===== config.mk =====
export PLATFORM = sky130hd
export DESIGN_NAME = modbus_rtu_master_response_check
export DESIGN_NICKNAME = d
export VERILOG_FILES = /design/src/hw/rtl/mbrc_pkg.sv /design/src/hw/rtl/mbrc_in_reg.sv /design/src/hw/rtl/mbrc_core.sv /design/src/hw/rtl/mbrc_out_reg.sv /design/src/hw/rtl/modbus_rtu_master_response_check.sv
export SDC_FILE = /design/constraint.sdc
export NUM_CORES = 1
export LEC_CHECK = 0
export BUFFER_PORTS_ARGS = -buffer_cell sky130_fd_sc_hd__buf_2
export CAP_MARGIN = 0
export CORE_MARGIN = 5
export CORE_UTILIZATION = 40
export CTS_BUF_LIST = sky130_fd_sc_hd__clkbuf_8
export CTS_CLUSTER_DIAMETER = 40
export DETAILED_ROUTE_END_ITERATION = 6
export HOLD_SLACK_MARGIN = 0.12
export PLACE_DENSITY = 0.65
export SYNTH_ARGS = -nofsm -noshare
export SYNTH_HDL_FRONTEND = slang
export SYNTH_SLANG_ARGS = --single-unit

===== constraint.sdc =====
create_clock -name clk -period 6.7 [get_ports clk]
set_input_delay 1.005 -clock clk [delete_from_list [all_inputs] [get_ports clk]]
set_output_delay 1.005 -clock clk [all_outputs]
set_load 0.005 [all_outputs]

===== src/hw/rtl/mbrc_pkg.sv =====
// Shared types, codes and CRC helper for the Modbus RTU response checker.
package mbrc_pkg;

  localparam logic [1:0] OP_START = 2'd0;
  localparam logic [1:0] OP_BYTE  = 2'd1;
  localparam logic [1:0] OP_TICK  = 2'd2;

  localparam logic [7:0] FN_READ_HOLDING = 8'h03;
  localparam logic [7:0] FN_WRITE_SINGLE = 8'h06;
  localparam logic [7:0] FN_WRITE_MULTI  = 8'h10;
  localparam logic [7:0] FN_EXCEPTION_FLAG = 8'h80;

  localparam logic [15:0] MAX_READ_REGS  = 16'd125;
  localparam logic [15:0] MAX_WRITE_REGS = 16'd123;

  localparam logic [15:0] CRC_INIT = 16'hFFFF;
  localparam logic [15:0] CRC_POLY = 16'hA001;
  localparam logic [15:0] TIMEOUT_RESET = 16'd1000;

  localparam logic [3:0] ST_OK          = 4'd0;
  localparam logic [3:0] ST_SLAVE       = 4'd1;
  localparam logic [3:0] ST_FUNCTION    = 4'd2;
  localparam logic [3:0] ST_EXCEPTION   = 4'd3;
  localparam logic [3:0] ST_EXC_CRC     = 4'd4;
  localparam logic [3:0] ST_CRC         = 4'd5;
  localparam logic [3:0] ST_BYTE_COUNT  = 4'd6;
  localparam logic [3:0] ST_ECHO        = 4'd7;
  localparam logic [3:0] ST_TIMEOUT     = 4'd8;
  localparam logic [3:0] ST_COUNT       = 4'd9;
  localparam logic [3:0] ST_UNSUPPORTED = 4'd10;

  localparam logic KIND_WORD   = 1'b0;
  localparam logic KIND_STATUS = 1'b1;

  typedef struct packed {
    logic [1:0]  op;
    logic [7:0]  slave_id;
    logic [7:0]  function_code;
    logic [15:0] reg_address;
    logic [15:0] count_or_value;
    logic [7:0]  rx_byte;
  } req_t;

  typedef struct packed {
    logic        result_kind;
    logic [15:0] reg_word;
    logic [6:0]  reg_index;
    logic [3:0]  status;
    logic [7:0]  exception_code;
    logic        last;
  } res_t;

  function automatic logic [15:0] crc_feed(input logic [15:0] crc, input logic [7:0] b);
    logic [15:0] c;
    c = crc ^ {8'h00, b};
    for (int k = 0; k < 8; k++) begin
      c = c[0] ? ((c >> 1) ^ CRC_POLY) : (c >> 1);
    end
    return c;
  endfunction

endpackage


===== src/hw/rtl/mbrc_in_reg.sv =====
// Input register stage: holds one accepted request item until it is processed.
module mbrc_in_reg
  import mbrc_pkg::*;
(
  input  logic clk,
  input  logic rst,
  input  logic in_valid,
  output logic in_ready,
  input  req_t req_d,
  input  logic out_hold,
  output logic step,
  output req_t req_q
);

  logic q_valid;

  assign step     = q_valid && !out_hold;
  assign in_ready = !q_valid || !out_hold;

  always_ff @(posedge clk) begin
    if (rst) begin
      q_valid <= 1'b0;
    end else if (in_ready) begin
      q_valid <= in_valid;
    end
  end

  always_ff @(posedge clk) begin
    if (in_ready && in_valid) begin
      req_q <= req_d;
    end
  end

endmodule


===== src/hw/rtl/mbrc_core.sv =====
// Transaction state, CRC and frame checks; one item per step.
module mbrc_core
  import mbrc_pkg::*;
(
  input  logic        clk,
  input  logic        rst,
  input  logic        cfg_write,
  input  logic [15:0] cfg_data,
  input  logic        step,
  input  req_t        req,
  output logic        res_valid,
  output res_t        res
);

  typedef enum logic [1:0] {
    PH_IDLE,
    PH_HEADER,
    PH_EXCEPTION,
    PH_BODY
  } phase_t;

  phase_t      phase, phase_next;
  logic [15:0] timeout_ticks;
  logic [7:0]  byte_position, byte_position_next;
  logic [15:0] running_crc, running_crc_next;
  logic [7:0]  expected_slave, expected_slave_next;
  logic [7:0]  expected_function, expected_function_next;
  logic [15:0] expected_address, expected_address_next;
  logic [15:0] expected_value, expected_value_next;
  logic [7:0]  expected_length, expected_length_next;
  logic [7:0]  byte_count_seen, byte_count_seen_next;
  logic [7:0]  pending_high_byte, pending_high_byte_next;
  logic        echo_matches, echo_matches_next;
  logic [15:0] tick_counter, tick_counter_next;

  logic [7:0]  b;
  logic [7:0]  pos;
  logic [15:0] crc_new;
  logic [8:0]  pos_p1;
  logic [8:0]  pos_p2;
  logic [16:0] tick_p1;
  logic [7:0]  word_off;
  logic [7:0]  want;
  logic        fn_ok;
  logic        count_bad;

  assign b        = req.rx_byte;
  assign pos      = byte_position;
  assign crc_new  = crc_feed(running_crc, b);
  assign pos_p1   = {1'b0, pos} + 9'd1;
  assign pos_p2   = {1'b0, pos} + 9'd2;
  assign tick_p1  = {1'b0, tick_counter} + 17'd1;
  assign word_off = pos - 8'd4;

  assign fn_ok = (req.function_code == FN_READ_HOLDING) ||
                 (req.function_code == FN_WRITE_SINGLE) ||
                 (req.function_code == FN_WRITE_MULTI);
  assign count_bad =
    ((req.function_code == FN_READ_HOLDING) &&
     (req.count_or_value == 16'd0 || req.count_or_value > MAX_READ_REGS)) ||
    ((req.function_code == FN_WRITE_MULTI) &&
     (req.count_or_value == 16'd0 || req.count_or_value > MAX_WRITE_REGS));

  always_comb begin
    unique case (pos)
      8'd2:    want = expected_address[15:8];
      8'd3:    want = expected_address[7:0];
      8'd4:    want = expected_value[15:8];
      default: want = expected_value[7:0];
    endcase
  end

  always_comb begin
    phase_next             = phase;
    byte_position_next     = byte_position;
    running_crc_next       = running_crc;
    expected_slave_next    = expected_slave;
    expected_function_next = expected_function;
    expected_address_next  = expected_address;
    expected_value_next    = expected_value;
    expected_length_next   = expected_length;
    byte_count_seen_next   = byte_count_seen;
    pending_high_byte_next = pending_high_byte;
    echo_matches_next      = echo_matches;
    tick_counter_next      = tick_counter;
    res_valid              = 1'b0;
    res                    = '0;
    res.result_kind        = KIND_STATUS;

    if (step) begin
      unique case (req.op)
        OP_START: begin
          phase_next = PH_IDLE;
          if (!fn_ok) begin
            res_valid = 1'b1;
            res.status = ST_UNSUPPORTED;
          end else if (count_bad) begin
            res_valid = 1'b1;
            res.status = ST_COUNT;
          end else begin
            expected_slave_next    = req.slave_id;
            expected_function_next = req.function_code;
            expected_address_next  = req.reg_address;
            expected_value_next    = req.count_or_value;
            expected_length_next   = (req.function_code == FN_READ_HOLDING) ?
                                     8'd5 + {req.count_or_value[6:0], 1'b0} : 8'd8;
            byte_position_next     = 8'd0;
            running_crc_next       = CRC_INIT;
            byte_count_seen_next   = 8'd0;
            pending_high_byte_next = 8'd0;
            echo_matches_next      = 1'b1;
            tick_counter_next      = 16'd0;
            phase_next             = PH_HEADER;
          end
        end
        OP_BYTE: begin
          if (phase != PH_IDLE) begin
            running_crc_next   = crc_new;
            byte_position_next = pos_p1[7:0];
            unique case (phase)
              PH_HEADER: begin
                if (pos == 8'd0) begin
                  if (b != expected_slave) begin
                    res_valid  = 1'b1;
                    res.status = ST_SLAVE;
                  end
                end else if (b == (expected_function | FN_EXCEPTION_FLAG)) begin
                  phase_next = PH_EXCEPTION;
                end else if (b != expected_function) begin
                  res_valid  = 1'b1;
                  res.status = ST_FUNCTION;
                end else begin
                  phase_next = PH_BODY;
                end
              end
              PH_EXCEPTION: begin
                if (pos == 8'd2) begin
                  pending_high_byte_next = b;
                end
                if (pos >= 8'd4) begin
                  res_valid = 1'b1;
                  if (crc_new == 16'd0) begin
                    res.status         = ST_EXCEPTION;
                    res.exception_code = pending_high_byte;
                  end else begin
                    res.status = ST_EXC_CRC;
                  end
                end
              end
              PH_BODY: begin
                if (pos_p1 >= {1'b0, expected_length}) begin
                  res_valid = 1'b1;
                  if (crc_new != 16'd0) begin
                    res.status = ST_CRC;
                  end else if (expected_function == FN_READ_HOLDING &&
                               byte_count_seen != {expected_value[6:0], 1'b0}) begin
                    res.status = ST_BYTE_COUNT;
                  end else if (expected_function == FN_WRITE_SINGLE && !echo_matches) begin
                    res.status = ST_ECHO;
                  end else begin
                    res.status = ST_OK;
                  end
                end else if (pos_p2 >= {1'b0, expected_length}) begin
                  // CRC low byte
                end else if (expected_function == FN_READ_HOLDING) begin
                  if (pos == 8'd2) begin
                    byte_count_seen_next = b;
                  end else if (pos[0]) begin
                    pending_high_byte_next = b;
                  end else begin
                    res_valid       = 1'b1;
                    res.result_kind = KIND_WORD;
                    res.reg_word    = {pending_high_byte, b};
                    res.reg_index   = word_off[7:1];
                  end
                end else if (expected_function == FN_WRITE_SINGLE) begin
                  if (b != want) begin
                    echo_matches_next = 1'b0;
                  end
                end
              end
              default: begin
              end
            endcase
          end
        end
        OP_TICK: begin
          if (phase != PH_IDLE) begin
            if (tick_p1 >= {1'b0, timeout_ticks}) begin
              tick_counter_next = 16'd0;
              res_valid         = 1'b1;
              res.status        = ST_TIMEOUT;
            end else begin
              tick_counter_next = tick_p1[15:0];
            end
          end
        end
        default: begin
        end
      endcase

      if (res_valid && res.result_kind == KIND_STATUS) begin
        phase_next = PH_IDLE;
      end
    end

    if (res_valid) begin
      res.last = res.result_kind;
    end
  end

  always_ff @(posedge clk) begin
    if (rst) begin
      phase             <= PH_IDLE;
      timeout_ticks     <= TIMEOUT_RESET;
      byte_position     <= 8'd0;
      running_crc       <= CRC_INIT;
      expected_slave    <= 8'd0;
      expected_function <= 8'd0;
      expected_address  <= 16'd0;
      expected_value    <= 16'd0;
      expected_length   <= 8'd0;
      byte_count_seen   <= 8'd0;
      pending_high_byte <= 8'd0;
      echo_matches      <= 1'b1;
      tick_counter      <= 16'd0;
    end else begin
      phase             <= phase_next;
      byte_position     <= byte_position_next;
      running_crc       <= running_crc_next;
      expected_slave    <= expected_slave_next;
      expected_function <= expected_function_next;
      expected_address  <= expected_address_next;
      expected_value    <= expected_value_next;
      expected_length   <= expected_length_next;
      byte_count_seen   <= byte_count_seen_next;
      pending_high_byte <= pending_high_byte_next;
      echo_matches      <= echo_matches_next;
      tick_counter      <= tick_counter_next;
      if (cfg_write) begin
        timeout_ticks <= cfg_data;
      end
    end
  end

endmodule


===== src/hw/rtl/mbrc_out_reg.sv =====
// Result register: holds one result until the receiver takes the transfer.
module mbrc_out_reg
  import mbrc_pkg::*;
(
  input  logic clk,
  input  logic rst,
  input  logic load,
  input  res_t res_d,
  input  logic out_ready,
  output logic out_valid,
  output logic out_hold,
  output res_t res_q
);

  assign out_hold = out_valid && !out_ready;

  always_ff @(posedge clk) begin
    if (rst) begin
      out_valid <= 1'b0;
    end else begin
      out_valid <= load || out_hold;
    end
  end

  always_ff @(posedge clk) begin
    if (load) begin
      res_q <= res_d;
    end
  end

endmodule


===== src/hw/rtl/modbus_rtu_master_response_check.sv =====
// Top level of the Modbus RTU master response checker.
//
// Input channel (in_valid/in_ready): one transfer per item; op selects start of a
// transaction (request fields), a received response byte (rx_byte) or a timer tick.
// Output channel (out_valid/out_ready): register words (result_kind 0) as each low
// byte arrives, then one final status with last set. Items that cause no result
// produce no transfer.
// Configuration: cfg_write with cfg_data loads timeout_ticks; write only while idle.
// Path: an accepted item is held in the input register, and the result register is loaded
// from the core when that item steps, which a receiver stall can hold off.
// Throughput: one item per cycle while the receiver does not stall; the byte-wise CRC
// update and frame checks sit combinationally between the two registers.
// Reset (rst, synchronous): checker idle, timeout_ticks 1000, no result pending.
// Receiver stall: the result register holds; while it does, an item in the input
// register waits there and in_ready drops, so at most one item waits inside the block.
module modbus_rtu_master_response_check
  import mbrc_pkg::*;
(
  input  logic        clk,
  input  logic        rst,
  input  logic        cfg_write,
  input  logic [15:0] cfg_data,
  input  logic        in_valid,
  output logic        in_ready,
  input  logic [1:0]  op,
  input  logic [7:0]  slave_id,
  input  logic [7:0]  function_code,
  input  logic [15:0] reg_address,
  input  logic [15:0] count_or_value,
  input  logic [7:0]  rx_byte,
  output logic        out_valid,
  input  logic        out_ready,
  output logic        result_kind,
  output logic [15:0] reg_word,
  output logic [6:0]  reg_index,
  output logic [3:0]  status,
  output logic [7:0]  exception_code,
  output logic        last
);

  req_t req_d, req_q;
  res_t res_d, res_q;
  logic step;
  logic out_hold;
  logic res_valid;

  assign req_d.op             = op;
  assign req_d.slave_id       = slave_id;
  assign req_d.function_code  = function_code;
  assign req_d.reg_address    = reg_address;
  assign req_d.count_or_value = count_or_value;
  assign req_d.rx_byte        = rx_byte;

  mbrc_in_reg u_in_reg (
    .clk      (clk),
    .rst      (rst),
    .in_valid (in_valid),
    .in_ready (in_ready),
    .req_d    (req_d),
    .out_hold (out_hold),
    .step     (step),
    .req_q    (req_q)
  );

  mbrc_core u_core (
    .clk       (clk),
    .rst       (rst),
    .cfg_write (cfg_write),
    .cfg_data  (cfg_data),
    .step      (step),
    .req       (req_q),
    .res_valid (res_valid),
    .res       (res_d)
  );

  mbrc_out_reg u_out_reg (
    .clk       (clk),
    .rst       (rst),
    .load      (res_valid),
    .res_d     (res_d),
    .out_ready (out_ready),
    .out_valid (out_valid),
    .out_hold  (out_hold),
    .res_q     (res_q)
  );

  assign result_kind    = res_q.result_kind;
  assign reg_word       = res_q.reg_word;
  assign reg_index      = res_q.reg_index;
  assign status         = res_q.status;
  assign exception_code = res_q.exception_code;
  assign last           = res_q.last;

endmodule

==> impl_results.md <==
* Clock Power Share at 42.0%
* Least-Margin Pin Slew at 1162 ps
* Crit path time final at 4856 ps
* Vias in the first global route at 8,251
* Part of the cycle the worst path needs at 72.48%
* Area grow syn2layout at 14.24%
* Distinct cells, synth at 75
* CTS Buf Count at 41
* Width of the chip at 176.0 um
* Final Power at 2.839 mW
* Worst Skew at 31.65 ps
* GPL Wtd Cong at 0.8890
* Synth cell count leaders: 141 x nand2_1, 133 x dfxtp_1, 102 x nor2_1
* Sequential share of power at 52.7%
* Gr ovfl total at 0
* 1st-pass router iterations at 5
* #FFs+latches synth at 227
* Switching part of the total at 24.32%
* Hold_buf cts at 0
* Pwr dens at 225.3 mW/mm2
* Max Fanout on Critical Path at 37
* Total GRT Usage at 17.64%
* Clock latency on the worst-skew pair at 550 ps
* Post-route ant nets at 0
* Via count at 8,574
* Post-CTS sizing at 0
* Slew HR at 22.37%
* Fin area at 0.01260 mm2
* Die H at 176.0 um
* Ant. Diodes at 0
* Startpoint Class: register
* Clock sinks at 227
* Iteration-0 DRC Markers at 591
* Final hold violation count at 0
* Yosys warning total at 0
* Nets at 1,367
* Synth top area share at 25.60%
* DRC Markers at 0
* Cells along the critical path: nand3_1 > nor4_1 > nand3_1 > nor2_1 > xor2_1 > ha_1 > nand4_1 > o41ai_1 > a211oi_1 > and3_1 > a211o_1 > a21boi_4
* Max Transition Viols Final at 0
* Post-synth EDFFs at 94
* Clock transition at the registers of the reported paths at 60 ps
* Max-cap violation count at 0
* Starting Density at 40.80%
* Worst Path Arrival at 5000 ps
* Most common flop cell mapped by yosys: dfxtp_1
* Internal power at 2.148 mW
* Area contributors post-synth: edfxtp_1 26%, dfxtp_1 24%, ha_1 5.2%, nand2_1 4.8%, a21oi_1 4.5%
* Final WL at 27,950 um
* Post-route setup TNS at 0 ps
* Largest net degree at the start of global routing at 72
* Top-level I/O count at 118
* Max Clk Rate at 0.2059 GHz
* Max Root-Sink Buffers at 3
* RSZ-0062 raised after global routing: no
* Filler cells at 2,576
* VDD IR-drop max at 0.1883 mV
* Top cell type by total area after synthesis: edfxtp_1
* Clock Tree Root: clkbuf_8
* Placed cell areas at 0.01184 mm2
* Outcome: complete, no violations
* Synth Net Count at 1,267
* Share of cells above drive strength 1 at 15.92%
* CP Class: register to register
* Synth Cell Area at 0.01103 mm2
* H-Tree Level Count at 2
* Core box area at 0.02703 mm2
* Die area at 0.03099 mm2
* Port buffer count at 117
* Most used cell, CP: nand3_1
* Count leader, synth: nand2_1
* Static Leak at 4.989 nW
* Postcts setup bufs at 0
* First-pass GRT wire length at 44,100 um
* Mapped Cells at 1,142
* DR vias/cell at 5.306
* Crit-path slowest cell: a21boi_4
* Part of the Yosys area used for sequential elements at 49.74%
* Worst Hold Class: register to register
* # setup viols final at 0
* Comb pwr share at 5.3%
* Mapped Avg Cell Area at 9.656 um2
* CP peak stage delay at 900 ps
* WP data required at 6850 ps
* Cell row count at 60
* Net Switching at 0.6904 mW
* Wire length per cell at 17.30 um
* Initial antenna violation count at 0
* CP Capture Type: register
* CTS tree: built
* Dpl hpwl at 20,110 um
* Synth async-reset ratio at 0%
area by class of cell:
| cell class | count | area, um2 | area share (%) |
|---|---|---|---|
| clock buffer | 41 | 564.3 | 4.480 |
| clock inverter | 35 | 188.9 | 1.500 |
| inverter | 49 | 183.9 | 1.460 |
| multi-input combinational | 798 | 5100 | 40.48 |
| sequential | 227 | 5485 | 43.54 |
| tap | 341 | 426.7 | 3.387 |
| timing repair buffer | 125 | 648.1 | 5.145 |
metal layers:
metal / part of all wire [%] / vias up / global-route usage (%)
met3: 7.6 / 63 / 3.940
met5: 0 / - / 0
li1: - / 4226 / -
met2: 43 / 297 / 26.43
met4: 2.9 / 0 / 5.815
met1: 47 / 3988 / 25.32
logic make-up (layout without fill, tap and decap cells):
kind of cell             Yosys count  count (layout)  share of synthesized area (%)
buffers and inverters            117             250                          4.301
XOR/XNOR                          81              81                          6.434
AO/OA/AOI/OAI                    213             213                          12.30
adder cells (fa/ha/maj)           46              46                          5.220
multiplexers                      33              33                          3.007
flip-flops                       227             227                          49.74
AND/OR/NAND/NOR                  425             425                          18.99
stage by stage:
| stage | hold slack [ps] | util (%) | worst slack [ps] | cells |
|---|---|---|---|---|
| floorplan | 431.2 | - | 1673 | 1142 |
| global placement | 442.4 | 43.82 | 1984 | 1540 |
| detailed placement | 450.5 | 43.82 | 1842 | 1540 |
| CTS | 456.9 | 46.61 | 1823 | 1616 |
| global route | 473.3 | 46.61 | 1290 | 1616 |
| finish | 458.1 | 46.61 | 1844 | 1616 |
power by group through the flow:
stage	registers [mW]	logic [mW]	clock network, mW
after floorplan	1.51	0.101	0
after global placement	1.53	0.148	0
after detailed placement	1.53	0.149	0
after CTS	1.50	0.150	1.23
after global routing	1.50	0.166	1.29
final	1.50	0.150	1.19
worst paths after layout:
path	startpoint	endpoint	slack (ps)	cells past startpoint
worst min register to register	u_core.expected_address[14]$_SDFFE_PP0P_	u_core.expected_address[14]$_SDFFE_PP0P_	460	2
worst min-delay path	u_core.expected_address[14]$_SDFFE_PP0P_	u_core.expected_address[14]$_SDFFE_PP0P_	460	2
worst max-delay path	u_core.tick_counter[2]$_SDFFE_PP0P_	u_out_reg.res_q[27]$_SDFFCE_PP0P_	1840	12
worst max register to register	u_core.tick_counter[2]$_SDFFE_PP0P_	u_out_reg.res_q[27]$_SDFFCE_PP0P_	1840	12
cell usage in the layout, fill, tap and decap left out, types with 4 or more instances in the layout:
cell	n
nand2_1	141
dfxtp_1	133
buf_2	116
nor2_1	102
a21oi_1	98
edfxtp_1	94
inv_1	65
xnor2_1	52
ha_1	46
clkbuf_8	41
and2_1	34
o21ai_0	33
mux2i_1	32
nand3_1	30
xor2_1	29
nand4_1	24
nor3_1	16
and3_1	16
nor4_1	14
o211ai_1	10
clkinv_1	9
buf_4	9
nand2b_1	7
or4_1	6
o22ai_1	6
or2_2	5
a22o_1	5
nand3b_1	5
nor2b_1	4
a31oi_1	4
a211oi_1	4
sequential cells by signal, indices dropped and copies added, names as in the netlist, 2 cells and up:
name	count
u_core.running_crc	16
u_core.timeout_ticks	16
u_core.phase	2
u_core.tick_counter	16
u_core.pending_high_byte	8
u_core.expected_function	8
u_in_reg.req_q	58
u_core.byte_count_seen	8
u_core.expected_slave	8
u_core.expected_length	8
u_core.expected_address	16
u_core.expected_value	16
u_out_reg.res_q	36
u_core.byte_position	8
worst max-delay path, delay by kind of cell (launching register included):
kind	cells	cell delay [ps]
adder cells (fa/ha/maj)	1	330
flip-flops	1	400
XOR/XNOR	1	110
AO/OA/AOI/OAI	4	1740
AND/OR/NAND/NOR	6	1870
Power figures use the tool's default switching activity.
